===== src/rtl/system_table_header_validator_defines.svh =====
// assertion helpers shared by the validator rtl
`ifndef SYSTEM_TABLE_HEADER_VALIDATOR_DEFINES_SVH
`define SYSTEM_TABLE_HEADER_VALIDATOR_DEFINES_SVH

// same-cycle implication, checked outside reset
`define STHV_ASSERT_NOW(label, ante, cons, msg) \
   label: assert property (@(posedge clock) disable iff (reset) (ante) |-> (cons)) \
      else $error(msg);

// next-cycle implication, checked outside reset
`define STHV_ASSERT_NEXT(label, ante, cons, msg) \
   label: assert property (@(posedge clock) disable iff (reset) (ante) |=> (cons)) \
      else $error(msg);

`endif


===== src/rtl/sthv_pkg.sv =====
package sthv_pkg;

   // verdict codes
   typedef enum logic [2:0] {
      CAUSE_NONE         = 3'd0,
      CAUSE_SIG_MISMATCH = 3'd1,
      CAUSE_BAD_CHAR     = 3'd2,
      CAUSE_TOO_SMALL    = 3'd3,
      CAUSE_CHECKSUM     = 3'd4,
      CAUSE_TRUNCATED    = 3'd5
   } fail_cause_type;

   // register indexes
   typedef enum logic [0:0] {
      CSR_MATCH_MODE   = 1'b0,
      CSR_EXPECTED_SIG = 1'b1
   } csr_index_type;

   // "OEM" as captured, first character in the low byte
   localparam logic [23:0] OEM_PREFIX = 24'h4D454F;
   localparam logic [31:0] OFFSET_MAX = 32'hFFFF_FFFF;
   localparam logic [7:0]  CHAR_UNDERSCORE = 8'h5F;
   localparam logic [7:0]  CHAR_BANG       = 8'h21;

   // per-table tracking state
   typedef struct packed {
      logic [31:0] byte_offset;
      logic [31:0] signature;
      logic [31:0] length;
      logic [7:0]  sum;
      logic        bad_char;
   } table_state_type;

   // one result transaction
   typedef struct packed {
      logic           table_ok;
      fail_cause_type fail_cause;
      logic           oem_table;
      logic [31:0]    table_length;
   } verdict_type;

   // letters, underscore and exclamation mark are legal signature characters
   function automatic logic sig_char_ok(input logic [7:0] c);
      logic ok;
      ok = ((c >= 8'h41) && (c <= 8'h5A)) || ((c >= 8'h61) && (c <= 8'h7A)) ||
           (c == CHAR_UNDERSCORE) || (c == CHAR_BANG);
      return ok;
   endfunction

endpackage


===== src/rtl/sthv_verdict.sv =====
module sthv_verdict #(
   parameter int HEADER_BYTES = 36
) (
   input  sthv_pkg::table_state_type cur,
   input  logic [7:0]                table_byte,
   input  logic                      match_mode,
   input  logic [31:0]               expected_signature,
   output sthv_pkg::table_state_type upd,
   output sthv_pkg::verdict_type     verdict
);

   logic [31:0] off;
   logic [32:0] total;
   logic        oem;
   sthv_pkg::fail_cause_type cause;

   assign off   = cur.byte_offset;
   assign total = {1'b0, off} + 33'd1;

   // fold this byte into the tracking state
   always_comb begin
      upd = cur;
      if (off[31:2] == 30'd0) begin
         upd.signature = cur.signature | ({24'd0, table_byte} << {off[1:0], 3'b000});
         if (!sthv_pkg::sig_char_ok(table_byte)) begin
            upd.bad_char = 1'b1;
         end
      end else if (off[31:3] == 29'd0) begin
         upd.length = cur.length | ({24'd0, table_byte} << {off[1:0], 3'b000});
      end
      if ((off[31:3] == 29'd0) || (off < cur.length)) begin
         upd.sum = cur.sum + table_byte;
      end
      if (off != sthv_pkg::OFFSET_MAX) begin
         upd.byte_offset = off + 32'd1;
      end
   end

   assign oem = (total >= 33'd3) && (upd.signature[23:0] == sthv_pkg::OEM_PREFIX);

   // checks in priority order, on the state including this byte
   always_comb begin
      if (total < 33'd4) begin
         cause = sthv_pkg::CAUSE_TRUNCATED;
      end else if (match_mode && (upd.signature != expected_signature)) begin
         cause = sthv_pkg::CAUSE_SIG_MISMATCH;
      end else if (!match_mode && upd.bad_char) begin
         cause = sthv_pkg::CAUSE_BAD_CHAR;
      end else if (total < 33'd8) begin
         cause = sthv_pkg::CAUSE_TRUNCATED;
      end else if (upd.length < 32'(HEADER_BYTES)) begin
         cause = sthv_pkg::CAUSE_TOO_SMALL;
      end else if (total < {1'b0, upd.length}) begin
         cause = sthv_pkg::CAUSE_TRUNCATED;
      end else if (!oem && (upd.sum != 8'd0)) begin
         cause = sthv_pkg::CAUSE_CHECKSUM;
      end else begin
         cause = sthv_pkg::CAUSE_NONE;
      end
   end

   always_comb begin
      verdict.table_ok     = (cause == sthv_pkg::CAUSE_NONE);
      verdict.fail_cause   = cause;
      verdict.oem_table    = oem;
      verdict.table_length = (total >= 33'd8) ? upd.length : 32'd0;
   end

endmodule


===== src/rtl/system_table_header_validator.sv =====
// Checks one system table per run of bytes: one byte per req transaction, req_tlast on the
// table's final byte. Bytes are taken back to back, one per cycle unless a final byte is held
// in the input stage, and each gets a single registered stage that adds it to the 8-bit sum and
// compares it against the header fields. The verdict for a table is registered in the result
// register when its final byte leaves the input stage, and is offered on rsp from then on.
// The result register lets the next table stream in while a verdict waits to be
// taken; only that table's final byte is held in the input stage until the result register
// is free. Register writes on csr take effect immediately and should be made while no table
// is in progress.
`include "system_table_header_validator_defines.svh"

module system_table_header_validator #(
   parameter int HEADER_BYTES = 36
) (
   input  logic        clock,
   input  logic        reset,
   // request stream
   input  logic        req_tvalid,
   output logic        req_tready,
   input  logic [7:0]  req_tdata,    // [7:0] table_byte
   input  logic        req_tlast,    // final_byte
   // result stream
   output logic        rsp_tvalid,
   input  logic        rsp_tready,
   output logic [39:0] rsp_tdata,    // [0] table_ok, [3:1] fail_cause, [35:4] table_length, zero pad
   output logic        rsp_tuser,    // oem_table
   // register writes
   input  logic        csr_valid,
   output logic        csr_ready,
   input  logic [0:0]  csr_index,
   input  logic [31:0] csr_data
);

   logic        match_mode_ff, match_mode_in;
   logic [31:0] expected_sig_ff, expected_sig_in;
   logic        s1_valid_ff, s1_valid_in;
   logic [7:0]  s1_byte_ff, s1_byte_in;
   logic        s1_final_ff, s1_final_in;
   logic        rsp_valid_ff, rsp_valid_in;
   logic        advance;
   logic        load;
   sthv_pkg::table_state_type state_ff, state_in, state_upd;
   sthv_pkg::verdict_type     verdict, rsp_ff, rsp_in;

   // configuration registers
   assign csr_ready = 1'b1;
   always_comb begin
      match_mode_in   = match_mode_ff;
      expected_sig_in = expected_sig_ff;
      if (csr_valid) begin
         case (csr_index)
            sthv_pkg::CSR_MATCH_MODE:   match_mode_in = csr_data[0];
            sthv_pkg::CSR_EXPECTED_SIG: expected_sig_in = csr_data;
            default: ;
         endcase
      end
   end

   // input stage handshake
   assign advance    = s1_valid_ff && (!s1_final_ff || !rsp_valid_ff || rsp_tready);
   assign load       = advance && s1_final_ff;
   assign req_tready = !s1_valid_ff || advance;

   always_comb begin
      s1_valid_in = s1_valid_ff;
      s1_byte_in  = s1_byte_ff;
      s1_final_in = s1_final_ff;
      if (req_tready) begin
         s1_valid_in = req_tvalid;
         s1_byte_in  = req_tdata;
         s1_final_in = req_tlast;
      end
   end

   // byte update and verdict logic
   sthv_verdict #(
      .HEADER_BYTES(HEADER_BYTES)
   ) u_verdict (
      .cur                (state_ff),
      .table_byte         (s1_byte_ff),
      .match_mode         (match_mode_ff),
      .expected_signature (expected_sig_ff),
      .upd                (state_upd),
      .verdict            (verdict)
   );

   // tracking state restarts after each verdict
   always_comb begin
      state_in = state_ff;
      if (advance) begin
         state_in = s1_final_ff ? '0 : state_upd;
      end
   end

   // result register
   assign rsp_valid_in = load || (rsp_valid_ff && !rsp_tready);
   assign rsp_in       = load ? verdict : rsp_ff;

   always_ff @(posedge clock) begin
      if (reset) begin
         match_mode_ff   <= 1'b0;
         expected_sig_ff <= 32'd0;
         s1_valid_ff     <= 1'b0;
         rsp_valid_ff    <= 1'b0;
         state_ff        <= '0;
      end else begin
         match_mode_ff   <= match_mode_in;
         expected_sig_ff <= expected_sig_in;
         s1_valid_ff     <= s1_valid_in;
         rsp_valid_ff    <= rsp_valid_in;
         state_ff        <= state_in;
      end
   end

   // payload registers
   always_ff @(posedge clock) begin
      s1_byte_ff  <= s1_byte_in;
      s1_final_ff <= s1_final_in;
      rsp_ff      <= rsp_in;
   end

   assign rsp_tvalid = rsp_valid_ff;
   assign rsp_tdata  = {4'd0, rsp_ff.table_length, rsp_ff.fail_cause, rsp_ff.table_ok};
   assign rsp_tuser  = rsp_ff.oem_table;

   // checks
   `STHV_ASSERT_NOW(a_load_slot_free, load, !rsp_valid_ff || rsp_tready,
      "verdict loaded over an untaken result")
   `STHV_ASSERT_NEXT(a_restart_after_final, load,
      state_ff.byte_offset == 32'd0 && state_ff.sum == 8'd0 && !state_ff.bad_char,
      "tracking state not cleared after a verdict")
   `STHV_ASSERT_NEXT(a_no_spurious_result, !load && !rsp_valid_ff, !rsp_valid_ff,
      "result appeared without a final byte")
   `STHV_ASSERT_NOW(a_ok_matches_cause, rsp_valid_ff,
      rsp_ff.table_ok == (rsp_ff.fail_cause == sthv_pkg::CAUSE_NONE),
      "table_ok disagrees with fail_cause")

endmodule


===== config.mk =====
export PLATFORM = sky130hd
export DESIGN_NAME = system_table_header_validator
export DESIGN_NICKNAME = d
export VERILOG_FILES = /design/src/rtl/sthv_pkg.sv /design/src/rtl/sthv_verdict.sv /design/src/rtl/system_table_header_validator.sv
export VERILOG_INCLUDE_DIRS = /design/src /design/src/rtl
export SDC_FILE = /design/constraint.sdc
export NUM_CORES = 1
export LEC_CHECK = 0
export ABC_AREA = 1
export ABC_CLOCK_PERIOD_IN_PS = 8200
export BUFFER_PORTS_ARGS = -buffer_cell sky130_fd_sc_hd__buf_4
export CAP_MARGIN = 20
export CORE_MARGIN = 3
export CORE_UTILIZATION = 51
export CTS_BUF_LIST = sky130_fd_sc_hd__clkbuf_8 sky130_fd_sc_hd__clkbuf_16
export CTS_CLUSTER_SIZE = 10
export DETAILED_ROUTE_END_ITERATION = 8
export GPL_TIMING_DRIVEN = 0
export HOLD_SLACK_MARGIN = 0.06
export PLACE_DENSITY_LB_ADDON = 0.12
export SYNTH_ARGS = -nofsm -noshare
export SYNTH_HDL_FRONTEND = slang
export SYNTH_SLANG_ARGS = --single-unit

===== constraint.sdc =====
create_clock -name clock -period 8.2 [get_ports clock]
set_input_delay 0.41 -clock clock [delete_from_list [all_inputs] [get_ports clock]]
set_output_delay 0.41 -clock clock [all_outputs]
set_load 0.005 [all_outputs]

==> summary.md <==
| Metric | Value |
|---|---|
| CP cell instances | nor2_1, nand2_1, nor2_1, nand2_1, nor2_1, nand2_4, inv_2, buf_4, a21oi_2, ha_1, nand3_1, nor3_1, nand2_1, nor4_1, nand2_1, nand2_1, nand3_1, nand2_1, nand3_1, nor2_2 |
| Die H | between 150 and 200 µm |
| Arr. time, crit path | about 4.3 ns |
| Worst path max stage delay | approximately 0.47 ns |
| Most common cell on crit path | nand2_1 |
| R2R Setup Slk | ~4.2 ns |
| CP endpoint kind | flip-flop |
| CTS HTree Levels | 4 |
| Crit-path max FO | 10 |
| Setup Skew | around 0.016 ns |
| Global route overflow | 0 |
| Largest net degree at the start of global routing | 25 |
| Vias in the first global route | between 10000 and 15000 |
| Root buffer cell | clkbuf_16 |
| Asr flop ratio synth | 0 |
| PortBufs | 84 |
| Std-Cell Rows | 53 |
| Leak | ~6 nW |
| Dpl hpwl | 27490 µm |
| Post-Synthesis Cells | 1570 |
| RSZ-0062 raised after global routing | no |
| Average wire per standard cell | roughly 18 µm |
| Initial Util | 0.5288 |
| Core area | ~21000 µm² |
| CTS tree | yes |
| Area leader, netlist | dfxtp_1 |
| Total GRT Usage | 0.2876 |
| Total iterations of the first detailed-routing run | 5 |
| Clock Pin Slew Worst Setup and Hold Paths | about 0.080 ns |
| Total power | between 2 and 2.5 mW |
| First-pass GRT wire length | 54180 µm |
| RR Startpoint | state_ff[101] |
| Tmin final | about 4 ns |
| CTS Buf Count | 17 |
| WL final | approximately 35000 µm |
| Yosys Warn Count | 0 |
| P&R area growth vs syn | 14.45% |
| Synth Flop Type | dfxtp_1 |
| Final Max Slew Viols | 0 |
| Yosys cell types | 50 |
| Die W | 154.8 µm |
| Critical setup path kind | reg -> reg |
| FMAX | roughly 250 MHz |
| CP endpoint | rsp_tdata[0] |
| Reg2reg path depth | 20 |
| Mean Syn Cell Area | 7.192 µm² |
| Setup bufs post-CTS | 0 |
| Outcome | completed |
| Initial antenna violation count | 0 |
| Post-synth EDFFs | 46 |
| Count leader, synth | nand2_1 |
| R2r endpoint | rsp_tdata[0] |
| Worst min-delay path class | in -> reg |
| Worst setup startpoint | state_ff[101] |
| VDD IR max | about 0.00014 V |
| PD cells | 155.6 nW/µm² |
| Hold_buf cts | 0 |
| CP max-delay cell | nor2_1 |
| MaxCap Viol Count | 0 |
| Worst setup SP type | flip-flop |
| Top-area cell type share of the netlist area | 0.2482 |
| Register area share after synthesis | 0.3706 |
| Mapped cell area | approximately 11000 µm² |
| Placer Congestion | approximately 0.96 |
| Commonest cells post-synth | nand2_1 (322), inv_1 (212), nor2_1 (191) |
| Bufs on Longest Clock Path | 2 |
| Io pins | 91 |
| Layout cells sized above 1 | 0.1206 |
| Layout filler cell count | about 2100 |
| Routed via count | between 10000 and 15000 |
| Setup TNS | 0 ns |
| #FFs+latches synth | between 150 and 200 |
| Worst slew margin | 0.3663 |
| Endpoints failing hold | 0 |
| Final setup viols | 0 |
| Clk_lat worst skew | about 0.45 ns |
| Routed Antenna Nets | 0 |
| Clock Sinks | between 150 and 200 |
| Post-route DRC violation count | 0 |
| Vias/cell | about 5.5 |
| Final worst-path cycle share | 0.4829 |
| Die ar. | about 24000 µm² |
| Iter 0 DRT Violations | 969 |
| Top cells by area, synth | dfxtp_1 (25%), edfxtp_1 (12%), nand2_1 (11%) |
| Final net count | approximately 1800 |
| Post_cts resized | 0 |
| Worst-Margin Slew | 0.9471 ns |
| CP required | 8.52 ns |
-- cell type report --
type	instances	area (µm²)	area share
clock inverter	14	165.2	0.01278
sequential	186	4184	0.3238
buffer	53	245.2	0.01898
multi-input combinational	1096	5978	0.4626
tap	275	344.1	0.02663
timing repair buffer	86	658.1	0.05093
clock buffer	18	450.4	0.03486
antenna	1	2.502	0.0001936
inverter	238	894.6	0.06923
-- per-layer routing --
layer | share of wire | wire (µm) | GRT usage | up-vias
li1 | - | - | - | 5353
met4 | 0.029 | 992 | 0.09798 | 0
met1 | 0.44 | 15300 | 0.3846 | 4957
met5 | 0 | 0 | 0 | -
met2 | 0.47 | 16330 | 0.4775 | 379
met3 | 0.062 | 2141 | 0.04337 | 63
-- layout by cell type (no fill, tap or decap), drive strengths merged --
| cell | n |
|---|---|
| a211oi | 46 |
| a21o | 1 |
| a21oi | 110 |
| a31o | 7 |
| a31oi | 2 |
| and2 | 2 |
| buf | 105 |
| clkbuf | 52 |
| clkinv | 12 |
| conb | 5 |
| dfxtp | 140 |
| diode | 1 |
| edfxtp | 46 |
| fa | 1 |
| ha | 70 |
| inv | 240 |
| nand2 | 331 |
| nand3 | 62 |
| nand3b | 8 |
| nand4 | 28 |
| nor2 | 200 |
| nor3 | 56 |
| nor3b | 7 |
| nor4 | 5 |
| o211ai | 1 |
| o21a | 3 |
| o21ai | 68 |
| o21bai | 7 |
| o221a | 1 |
| o221ai | 1 |
| o22ai | 2 |
| o41ai | 1 |
| or2 | 21 |
| xnor2 | 22 |
| xor2 | 28 |
-- critical path: cells and delay by family (launching register included) --
kind	cells	cell delay (ns)
DFF	1	0.43
and+or+nand+nor	16	2.50
AOI/OAI and AO/OA	1	0.17
buffers and inverters	2	0.37
adders and majority gates	1	0.36
-- cells by family after synthesis --
logic type | count (synthesis) | share of synthesized area
AOI/OAI and AO/OA | 250 | 0.1316
xor gates and xnor gates | 50 | 0.03879
buffers and inverters | 291 | 0.1010
and+or+nand+nor | 720 | 0.2780
DFF | 186 | 0.3706
other | 2 | 0.0006651
adders and majority gates | 71 | 0.07934
-- metrics by stage --
| step | cell area (µm²) | util | cells | setup slack, ns | hold slack, ns |
|---|---|---|---|---|---|
| 2_1_floorplan | 11300 | - | 1573 | 5.340 | 0.4228 |
| 6_report | 12920 | 0.6052 | 1967 | 4.240 | 0.1315 |
| 3_3_place_gp | 12280 | 0.5749 | 1932 | 4.288 | 0.4333 |
| 4_1_cts | 12920 | 0.6051 | 1966 | 4.305 | 0.1279 |
| 3_5_place_dp | 12300 | 0.5762 | 1934 | 4.316 | 0.4431 |
| 5_1_grt | 12920 | 0.6051 | 1966 | 4.004 | 0.1255 |
-- power breakdown --
group,internal (mW),switching [mW]
Clock,0.430,0.429
Sequential,0.958,0.0138
Combinational,0.0649,0.114
Total,1.45,0.558
-- state kept, by name (all words and copies together), names as in the netlist --
register	cells
state_ff	105
rsp_tdata	36
expected_sig_ff	32
s1_byte_ff	8
match_mode_ff	1
rsp_tuser	1
rsp_tvalid	1
s1_final_ff	1
s1_valid_ff	1
-- worst min path at each step --
stage                              end  cells past startpoint    startpoint  slack, ns
after floorplan           state_ff[49]                      2  state_ff[49]       0.42
after global placement    state_ff[49]                      2  state_ff[49]       0.43
after detailed placement  state_ff[64]                      2  state_ff[64]       0.44
after CTS                  s1_final_ff                      1     req_tlast       0.13
after global routing       s1_final_ff                      1     req_tlast       0.13
final                      s1_final_ff                      1     req_tlast       0.13
(Power assumes the default switching activity.)
